File: config.mk
export PLATFORM = sky130hd
export DESIGN_NAME = balanced_zone_assigner_top
export DESIGN_NICKNAME = d
export VERILOG_FILES = /design/src/sv/bza_pkg.sv /design/src/sv/bza_ram.sv /design/src/sv/bza_ctrl.sv /design/src/sv/bza_dp.sv /design/src/sv/balanced_zone_assigner_top.sv
export SDC_FILE = /design/constraint.sdc
export NUM_CORES = 1
export LEC_CHECK = 0
export ABC_AREA = 1
export CORE_ASPECT_RATIO = 0.7
export CORE_MARGIN = 10
export CORE_UTILIZATION = 65
export CTS_CLUSTER_DIAMETER = 40
export DETAILED_ROUTE_END_ITERATION = 12
export DONT_BUFFER_PORTS = 1
export PLACE_DENSITY_LB_ADDON = 0.3
export SYNTH_ARGS = -nofsm -noshare
export SYNTH_HDL_FRONTEND = slang
export SYNTH_SLANG_ARGS = --single-unit
File: constraint.sdc
create_clock -name clk -period 15.3 [get_ports clk]
set_clock_uncertainty 0.1 [all_clocks]
set_input_delay 0.765 -clock clk [delete_from_list [all_inputs] [get_ports clk]]
set_output_delay 0.765 -clock clk [all_outputs]
set_load 0.05 [all_outputs]
File: src/sv/bza_pkg.sv
// Types and constants shared by the balanced zone assigner modules.
`default_nettype none

package bza_pkg;

  localparam int ZONE_W     = 3;
  localparam int ZC_W       = 4;
  localparam int POS_W      = 6;
  localparam int CFG_ADDR_W = 1;
  localparam int CFG_DATA_W = 4;

  localparam logic [CFG_ADDR_W-1:0] CFG_ZONE_COUNT   = 1'd0;
  localparam logic [CFG_ADDR_W-1:0] CFG_KEEP_CURRENT = 1'd1;

  typedef struct packed {
    logic [ZONE_W-1:0] cur_zone;
    logic              zone_known;
    logic              last_item;
  } in_item_t;

  typedef struct packed {
    logic [POS_W-1:0]  item_position;
    logic [ZONE_W-1:0] assigned_zone;
    logic              last_result;
  } out_item_t;

  // one stored item: zone plus "needs placement" flag
  typedef struct packed {
    logic              unplaced;
    logic [ZONE_W-1:0] zone;
  } mem_entry_t;

  localparam int MEM_W = $bits(mem_entry_t);

  typedef enum logic [1:0] {
    MODE_IDLE,
    MODE_KEEP,
    MODE_FILL,
    MODE_MOVE
  } mode_t;

  typedef struct packed {
    logic  load_we;
    logic  load_last;
    logic  rd_issue;
    logic  scan_clr;
    mode_t mode;
    logic  out_load;
    logic  grp_done;
  } bza_cmd_t;

  typedef struct packed {
    logic scan_end;
    logic pend_vld;
    logic pend_hit;
    logic pend_last;
    logic balanced;
    logic out_free;
  } bza_status_t;

endpackage

`default_nettype wire

File: src/sv/bza_ram.sv
// Generic single-write, single-read RAM with registered read data.
`default_nettype none

module bza_ram #(
  parameter int WIDTH = 4,
  parameter int DEPTH = 64,
  parameter int AW    = (DEPTH > 1) ? $clog2(DEPTH) : 1
) (
  input  wire logic             clk,
  input  wire logic             we,
  input  wire logic [AW-1:0]    waddr,
  input  wire logic [WIDTH-1:0] wdata,
  input  wire logic             re,
  input  wire logic [AW-1:0]    raddr,
  output      logic [WIDTH-1:0] rdata
);

  logic [WIDTH-1:0] mem [DEPTH];

  always_ff @(posedge clk) begin
    if (we) begin
      mem[waddr] <= wdata;
    end
    if (re) begin
      rdata <= mem[raddr];
    end
  end

endmodule

`default_nettype wire

File: src/sv/bza_ctrl.sv
// Sequencer for load, keep/fill passes, balancing moves and result output.
`default_nettype none

module bza_ctrl (
  input  wire logic                 clk,
  input  wire logic                 rst_n,
  input  wire logic                 in_valid,
  input  wire logic                 in_last,
  output      logic                 in_ready,
  input  wire bza_pkg::bza_status_t st,
  output      bza_pkg::bza_cmd_t    cmd
);
  import bza_pkg::*;

  typedef enum logic [2:0] {
    S_LOAD,
    S_KEEP,
    S_FILL,
    S_BAL,
    S_MOVE,
    S_OUT_RD,
    S_OUT_WR
  } state_t;

  state_t state_r, state_nxt;

  always_comb begin
    state_nxt = state_r;
    in_ready  = 1'b0;
    cmd       = '0;
    cmd.mode  = MODE_IDLE;
    unique case (state_r)
      S_LOAD: begin
        in_ready = 1'b1;
        if (in_valid) begin
          cmd.load_we = 1'b1;
          if (in_last) begin
            cmd.load_last = 1'b1;
            cmd.scan_clr  = 1'b1;
            state_nxt     = S_KEEP;
          end
        end
      end
      S_KEEP: begin
        cmd.mode     = MODE_KEEP;
        cmd.rd_issue = !st.scan_end;
        if (st.scan_end && !st.pend_vld) begin
          cmd.scan_clr = 1'b1;
          state_nxt    = S_FILL;
        end
      end
      S_FILL: begin
        cmd.mode     = MODE_FILL;
        cmd.rd_issue = !st.scan_end;
        if (st.scan_end && !st.pend_vld) begin
          state_nxt = S_BAL;
        end
      end
      S_BAL: begin
        cmd.scan_clr = 1'b1;
        state_nxt    = st.balanced ? S_OUT_RD : S_MOVE;
      end
      S_MOVE: begin
        // scan from the first item until one sits in the fullest zone
        cmd.mode = MODE_MOVE;
        if (st.pend_vld && st.pend_hit) begin
          state_nxt = S_BAL;
        end else if (st.scan_end && !st.pend_vld) begin
          cmd.scan_clr = 1'b1;
          state_nxt    = S_OUT_RD;
        end else begin
          cmd.rd_issue = !st.scan_end;
        end
      end
      S_OUT_RD: begin
        cmd.rd_issue = 1'b1;
        state_nxt    = S_OUT_WR;
      end
      S_OUT_WR: begin
        if (st.out_free) begin
          cmd.out_load = 1'b1;
          if (st.pend_last) begin
            cmd.grp_done = 1'b1;
            state_nxt    = S_LOAD;
          end else begin
            state_nxt = S_OUT_RD;
          end
        end
      end
      default: begin
        state_nxt = S_LOAD;
      end
    endcase
  end

  always_ff @(posedge clk) begin
    if (!rst_n) begin
      state_r <= S_LOAD;
    end else begin
      state_r <= state_nxt;
    end
  end

endmodule

`default_nettype wire

File: src/sv/bza_dp.sv
// Datapath: item store, zone tallies, min/max search, config and output registers.
`default_nettype none

module bza_dp #(
  parameter int MAX_ITEMS = 64,
  parameter int MAX_ZONES = 8
) (
  input  wire logic                              clk,
  input  wire logic                              rst_n,
  input  wire bza_pkg::in_item_t                 in_data,
  input  wire logic                              cfg_we,
  input  wire logic [bza_pkg::CFG_ADDR_W-1:0]    cfg_addr,
  input  wire logic [bza_pkg::CFG_DATA_W-1:0]    cfg_wdata,
  input  wire bza_pkg::bza_cmd_t                 cmd,
  output      bza_pkg::bza_status_t              st,
  output      logic                              out_valid,
  input  wire logic                              out_ready,
  output      bza_pkg::out_item_t                out_data
);
  import bza_pkg::*;

  localparam int AW = (MAX_ITEMS > 1) ? $clog2(MAX_ITEMS) : 1;
  localparam int CW = $clog2(MAX_ITEMS + 1);

  logic [ZC_W-1:0] zone_count_r;
  logic            keep_current_r;
  logic [ZC_W-1:0] zc_r;
  logic            keep_r;
  logic [CW-1:0]   cnt_r;
  logic [CW-1:0]   n_r;
  logic [CW-1:0]   scan_r;
  logic [AW-1:0]   pend_addr_r;
  logic            pend_vld_r;
  logic [CW-1:0]   tally_r   [MAX_ZONES];
  logic [CW-1:0]   tally_nxt [MAX_ZONES];
  logic            out_valid_r;
  out_item_t       out_data_r;

  logic            room;
  logic [ZC_W-1:0] zc_eff;
  mem_entry_t      rd_ent;
  logic [MEM_W-1:0] rdata;
  logic            mem_we;
  logic [AW-1:0]   mem_waddr;
  mem_entry_t      mem_wdata;
  logic            ph_we;
  mem_entry_t      ph_wdata;
  logic [ZONE_W-1:0] lo_zone, hi_zone;
  logic [CW-1:0]   lo_cnt, hi_cnt;
  logic            keep_ok;
  logic            inc_en, dec_en;
  logic [ZONE_W-1:0] inc_zone, dec_zone;

  assign room   = (cnt_r < CW'(MAX_ITEMS));
  assign rd_ent = mem_entry_t'(rdata);

  always_comb begin
    if (zone_count_r == '0) begin
      zc_eff = ZC_W'(1);
    end else if (zone_count_r > ZC_W'(MAX_ZONES)) begin
      zc_eff = ZC_W'(MAX_ZONES);
    end else begin
      zc_eff = zone_count_r;
    end
  end

  // lowest-index argmin and argmax over the active zones
  always_comb begin
    lo_zone = '0;
    hi_zone = '0;
    lo_cnt  = tally_r[0];
    hi_cnt  = tally_r[0];
    for (int z = 1; z < MAX_ZONES; z++) begin
      if (ZC_W'(z) < zc_r) begin
        if (tally_r[z] < lo_cnt) begin
          lo_cnt  = tally_r[z];
          lo_zone = ZONE_W'(z);
        end
        if (tally_r[z] > hi_cnt) begin
          hi_cnt  = tally_r[z];
          hi_zone = ZONE_W'(z);
        end
      end
    end
  end

  assign keep_ok = keep_r && !rd_ent.unplaced && ({1'b0, rd_ent.zone} < zc_r);

  always_comb begin
    ph_we    = 1'b0;
    ph_wdata = rd_ent;
    inc_en   = 1'b0;
    dec_en   = 1'b0;
    inc_zone = rd_ent.zone;
    dec_zone = hi_zone;
    unique case (cmd.mode)
      MODE_KEEP: begin
        if (pend_vld_r) begin
          if (keep_ok) begin
            inc_en = 1'b1;
          end else begin
            ph_we             = 1'b1;
            ph_wdata.unplaced = 1'b1;
          end
        end
      end
      MODE_FILL: begin
        if (pend_vld_r && rd_ent.unplaced) begin
          ph_we             = 1'b1;
          ph_wdata.unplaced = 1'b0;
          ph_wdata.zone     = lo_zone;
          inc_en            = 1'b1;
          inc_zone          = lo_zone;
        end
      end
      MODE_MOVE: begin
        if (pend_vld_r && rd_ent.zone == hi_zone) begin
          ph_we             = 1'b1;
          ph_wdata.unplaced = 1'b0;
          ph_wdata.zone     = lo_zone;
          inc_en            = 1'b1;
          inc_zone          = lo_zone;
          dec_en            = 1'b1;
        end
      end
      MODE_IDLE: begin
      end
      default: begin
      end
    endcase
  end

  always_comb begin
    for (int z = 0; z < MAX_ZONES; z++) begin
      if (cmd.load_last) begin
        tally_nxt[z] = '0;
      end else begin
        tally_nxt[z] = tally_r[z];
        if (inc_en && inc_zone == ZONE_W'(z)) begin
          tally_nxt[z] = tally_nxt[z] + CW'(1);
        end
        if (dec_en && dec_zone == ZONE_W'(z)) begin
          tally_nxt[z] = tally_nxt[z] - CW'(1);
        end
      end
    end
  end

  always_comb begin
    if (cmd.load_we) begin
      mem_we             = room;
      mem_waddr          = cnt_r[AW-1:0];
      mem_wdata.unplaced = !in_data.zone_known;
      mem_wdata.zone     = in_data.cur_zone;
    end else begin
      mem_we    = ph_we;
      mem_waddr = pend_addr_r;
      mem_wdata = ph_wdata;
    end
  end

  bza_ram #(
    .WIDTH (MEM_W),
    .DEPTH (MAX_ITEMS)
  ) u_item_ram (
    .clk   (clk),
    .we    (mem_we),
    .waddr (mem_waddr),
    .wdata (mem_wdata),
    .re    (cmd.rd_issue),
    .raddr (scan_r[AW-1:0]),
    .rdata (rdata)
  );

  always_ff @(posedge clk) begin
    if (!rst_n) begin
      zone_count_r   <= ZC_W'(1);
      keep_current_r <= 1'b1;
      cnt_r          <= '0;
      scan_r         <= '0;
      pend_vld_r     <= 1'b0;
      out_valid_r    <= 1'b0;
      for (int z = 0; z < MAX_ZONES; z++) begin
        tally_r[z] <= '0;
      end
    end else begin
      if (cfg_we) begin
        unique case (cfg_addr)
          CFG_ZONE_COUNT:   zone_count_r   <= cfg_wdata[ZC_W-1:0];
          CFG_KEEP_CURRENT: keep_current_r <= cfg_wdata[0];
          default: begin
          end
        endcase
      end
      for (int z = 0; z < MAX_ZONES; z++) begin
        tally_r[z] <= tally_nxt[z];
      end
      if (cmd.grp_done) begin
        cnt_r <= '0;
      end else if (cmd.load_we && room) begin
        cnt_r <= cnt_r + CW'(1);
      end
      if (cmd.scan_clr) begin
        scan_r     <= '0;
        pend_vld_r <= 1'b0;
      end else begin
        pend_vld_r <= cmd.rd_issue;
        if (cmd.rd_issue) begin
          scan_r <= scan_r + CW'(1);
        end
      end
      if (cmd.out_load) begin
        out_valid_r <= 1'b1;
      end else if (out_ready) begin
        out_valid_r <= 1'b0;
      end
    end
  end

  always_ff @(posedge clk) begin
    if (cmd.load_last) begin
      n_r    <= cnt_r + CW'(room);
      zc_r   <= zc_eff;
      keep_r <= keep_current_r;
    end
    if (cmd.rd_issue && !cmd.scan_clr) begin
      pend_addr_r <= scan_r[AW-1:0];
    end
    if (cmd.out_load) begin
      out_data_r.item_position <= POS_W'(pend_addr_r);
      out_data_r.assigned_zone <= rd_ent.zone;
      out_data_r.last_result   <= st.pend_last;
    end
  end

  assign st.scan_end  = (scan_r == n_r);
  assign st.pend_vld  = pend_vld_r;
  assign st.pend_hit  = (rd_ent.zone == hi_zone);
  assign st.pend_last = ({{(CW-AW){1'b0}}, pend_addr_r} == (n_r - CW'(1)));
  assign st.balanced  = ((hi_cnt - lo_cnt) <= CW'(1));
  assign st.out_free  = !out_valid_r || out_ready;

  assign out_valid = out_valid_r;
  assign out_data  = out_data_r;

endmodule

`default_nettype wire

File: src/sv/balanced_zone_assigner_top.sv
// Balanced zone assigner: loads a group of items, spreads them over zones, emits results.
// Loading takes one item per cycle; results appear only after the last item of a group.
// After the last item: a keep pass, a fill pass, then balance checks, each followed by a move
// (a rescan of the item RAM from the first item) until balanced, and a read and a write state per result.
// Throughput is set by the single read port of the item RAM and the move rescans.
// Reset (synchronous, rst_n low) idles the sequencer and clears tallies; no RAM clear pass.
`default_nettype none

module balanced_zone_assigner_top #(
  parameter int MAX_ITEMS = 64,
  parameter int MAX_ZONES = 8
) (
  input  wire logic                           clk,
  input  wire logic                           rst_n,
  input  wire logic                           in_valid,
  output      logic                           in_ready,
  input  wire bza_pkg::in_item_t              in_data,
  output      logic                           out_valid,
  input  wire logic                           out_ready,
  output      bza_pkg::out_item_t             out_data,
  input  wire logic                           cfg_we,
  input  wire logic [bza_pkg::CFG_ADDR_W-1:0] cfg_addr,
  input  wire logic [bza_pkg::CFG_DATA_W-1:0] cfg_wdata
);
  import bza_pkg::*;

  bza_cmd_t    cmd;
  bza_status_t st;

  bza_ctrl u_ctrl (
    .clk      (clk),
    .rst_n    (rst_n),
    .in_valid (in_valid),
    .in_last  (in_data.last_item),
    .in_ready (in_ready),
    .st       (st),
    .cmd      (cmd)
  );

  bza_dp #(
    .MAX_ITEMS (MAX_ITEMS),
    .MAX_ZONES (MAX_ZONES)
  ) u_dp (
    .clk       (clk),
    .rst_n     (rst_n),
    .in_data   (in_data),
    .cfg_we    (cfg_we),
    .cfg_addr  (cfg_addr),
    .cfg_wdata (cfg_wdata),
    .cmd       (cmd),
    .st        (st),
    .out_valid (out_valid),
    .out_ready (out_ready),
    .out_data  (out_data)
  );

endmodule

`default_nettype wire

==> flow_metrics.py <==
metrics = {
    "synthesis": {
        "yosys-top-cells-count": "nand2_1, nor2_1, edfxtp_1, inv_1, o21ai_0",
        "synth_seq_area_share": 0.486,
        "synthTopCellsByArea": "edfxtp_1, nand2_1, dfxtp_1",
        "synth_largest_type_area_fraction": 0.410,
        "yosys.cell_count.top_type": "nand2_1",
        "synth_warnings": 0,
        "yosysTopAreaCell": "edfxtp_1",
        "postSynthNetCount": 2614,
        "syn-instance-count": 2488,
        "post_synthesis_instance_area_sq_um": 21100,
        "syn-mean-instance-area_sq_um": 8.48,
        "ys_ff_latch": 368,
        "synth-edff-count": 288,
        "netlist-cell-type-count": 55,
        "ys_async_sr_fraction": 0,
        "ys.flop_type": "edfxtp_1",
    },
    "floorplan": {
        "die_footprint_sq_um": 40200,
        "floorplan.initialDensity": 0.657,
        "pin_count": 27,
        "core_sq_um": 32100,
        "die_h_um": 171,
        "std_cell_rows": 55,
        "die_width_um": 235,
    },
    "drt": {
        "drtAntennaViolNets": 0,
        "finalWirelength_um": 59200,
        "dr.first_iter.drc_count": 2735,
        "vias": 18147,
        "dr.pass1.iters": 8,
        "remaining_drc_errors": 0,
        "wire_per_inst_um": 20.2,
        "routed_via_density": 6.20,
    },
    "clock_network": {
        "clock_latency_ns": 0.55,
        "worst_setup_hold_path_clk_slew_ns": 0.06,
        "postCtsSetupRepairBufs": 0,
        "tritoncts": "yes",
        "cts-root-to-sink-buffers": 3,
        "cts_made_buffers": 40,
        "cts-htree-levels": 2,
        "postCtsHoldBufs": 0,
        "cts_resized": 0,
        "clock_sinks": 368,
        "root_buffer": "clkbuf_16",
    },
    "worst_setup_path": {
        "timing.critical_path.to_type": "flip-flop",
        "critPathSlowestCell": "a2111oi_0",
        "crit_path_frequent_cell": "nand2_1",
        "worst-r2r-cell-count": 58,
        "cpLargestDelayFamily": "compound AO/OA/AOI/OAI gates",
        "path_buf_inv": 4,
        "timing.reg2reg.setup_slack_ns": 1.96,
        "crit_arrival_ns": 13.71,
        "worstSetupPathType": "reg -> reg",
        "rr_startpoint": "u_dp.tally_r[0][2]",
        "start_kind": "flip-flop",
        "critical-path-max-stage-delay_ns": 0.56,
        "cp_data_required_time_ns": 15.67,
        "r2r-end": "u_ctrl.state_r[0]",
        "crit_fanout": 17,
    },
    "cells_and_area": {
        "area.sequential_sq_um": 10300,
        "layout-drive-gt1-share": 0.0637,
        "multi_input_area_sq_um": 9520,
        "layout.nets": 2593,
        "area_delta_synth_final_pct": 8.16,
        "fillers": 2381,
        "num_antenna_cells": 0,
    },
    "sta": {
        "period_share": 0.872,
        "setup-violations-final": 0,
        "fin_tns_setup_ns": 0,
        "maxClockFrequency_mhz": 75.0,
        "finalHoldWorstSlack_ns": 0.216,
        "tightestPinTransition_ns": 1.12,
        "report.final.slew_viol_count": 0,
        "minimum_clock_period_after_layout_ns": 13.34,
        "grt_setup_unrepaired": "false",
        "timing.slew.headroom": 0.250,
        "final-hold-violation-count": 0,
    },
    "job": {
        "cap_viol_max_count": 0,
    },
    "worst_hold_path": {
        "hold_class": "in -> reg",
        "hold_path.startpoint": "rst_n",
        "min_delay_worst_endpoint": "u_dp.keep_current_r",
        "hold_path_depth": 1,
    },
    "power": {
        "pwr_density_cell_nw_per_um2": 250,
        "irDropWorstVdd_uv": 309,
        "total_leakage_power_uw": 0.00960,
    },
    "global_route": {
        "number_of_antenna_violations_at_the_first_check_in_global_routing": 0,
        "grt_overflow_total": 0,
        "gr-usage-all-layers": 0.283,
        "grt_start_max_net_pins": 75,
        "grt_pass1_vias": 16168,
        "wire_length_of_the_first_global_routing_pass_um": 91200,
    },
    "placement": {
        "detailed_place_hpwl_um": 42100,
        "port_buffers": 0,
        "gp_routability_congestion": 0.959,
    },
    "run_status": {
        "status": "complete, no violations",
    },
}
cell usage in the layout (no fill, tap or decap), drive strengths merged, types with 3 or more instances in the layout:
cell / Yosys / routed
a2111oi: 4 / 4
a21oi: 101 / 101
a31oi: 5 / 5
buf: 6 / 14
bufinv: 0 / 3
clkbuf: 71 / 46
clkinv: 2 / 17
clkinvlp: 0 / 3
dfxtp: 80 / 80
edfxtp: 288 / 288
ha: 110 / 110
inv: 285 / 291
mux2i: 7 / 7
nand2: 514 / 514
nand3: 120 / 120
nand3b: 4 / 4
nand4: 54 / 54
nor2: 362 / 362
nor3: 17 / 17
nor4: 3 / 3
o211ai: 7 / 7
o21a: 8 / 8
o21ai: 282 / 282
o21bai: 4 / 4
o221ai: 28 / 28
o22ai: 36 / 36
or2: 6 / 6
xnor2: 16 / 16
xor2: 52 / 52
layout make-up:
cell class,count,area share
tap,427,0.0234
inverter,287,0.0472
timing repair buffer,14,0.00460
sequential,368,0.449
multi-input combinational,1756,0.417
clock buffer,46,0.0453
clock inverter,27,0.0131
stage by stage:
stage               area, sq um   util  power [uW]  setup slack [ns]  cells
floorplan                 21100      -        3850              2.27   2488
global placement          21500  0.669        4500              2.42   2852
finish                    22800  0.710        5700              1.96   2925
global route              22800  0.710        6170             0.784   2925
CTS                       22800  0.710        5630              2.24   2925
detailed placement        21500  0.669        4630              2.28   2852
metal layers:
| layer | global-route usage | wire [um] | vias to the layer above | share of wire |
|---|---|---|---|---|
| met3 | 0.0723 | 8220 | 85 | 0.14 |
| met4 | 0.0575 | 886 | 0 | 0.015 |
| met5 | 0 | 0 | - | 0 |
| met1 | 0.430 | 26000 | 8483 | 0.44 |
| met2 | 0.399 | 24100 | 1149 | 0.41 |
| li1 | - | - | 8430 | - |
registers in the layout, indices dropped and copies added (netlist names), 3 cells and up:
register               count
u_dp.u_item_ram.rdata      4
u_ctrl.state_r             3
u_dp.scan_r                7
u_dp.cnt_r                 7
u_dp.u_item_ram.mem      256
u_dp.zc_r                  4
u_dp.n_r                   7
u_dp.zone_count_r          4
u_dp.out_data             10
u_dp.pend_addr_r           6
u_dp.tally_r              56
worst max-delay path by stage:
| stage | start | endpoint | slack, ns | cells past startpoint |
|---|---|---|---|---|
| after floorplan | u_dp.tally_r[0][2] | u_dp.u_item_ram.mem[0][0] | 2.27 | 74 |
| after global placement | u_dp.tally_r[0][2] | u_dp.tally_r[2][6] | 2.42 | 58 |
| after detailed placement | u_dp.tally_r[0][2] | u_ctrl.state_r[0] | 2.28 | 58 |
| after CTS | u_dp.tally_r[0][2] | u_ctrl.state_r[0] | 2.24 | 58 |
| after global routing | u_dp.tally_r[0][3] | u_dp.tally_r[6][4] | 0.78 | 76 |
| final | u_dp.tally_r[0][2] | u_ctrl.state_r[0] | 1.96 | 58 |
where the power goes:
group          total, uW  switching, uW  internal (uW)
clock                982            430            551
combinational       3380           2310           1080
sequential          1340           70.4           1270
cells by family after synthesis:
logic type,after synthesis,synth area share
AO/OA/AOI/OAI,486,0.128
XOR/XNOR,68,0.0286
adder cells (fa/ha/maj),111,0.0662
buffers and inverters,364,0.0656
flip-flops,368,0.486
multiplexers,7,0.00332
AND/OR/NAND/NOR,1084,0.222
Power figures use the tool's default switching activity.
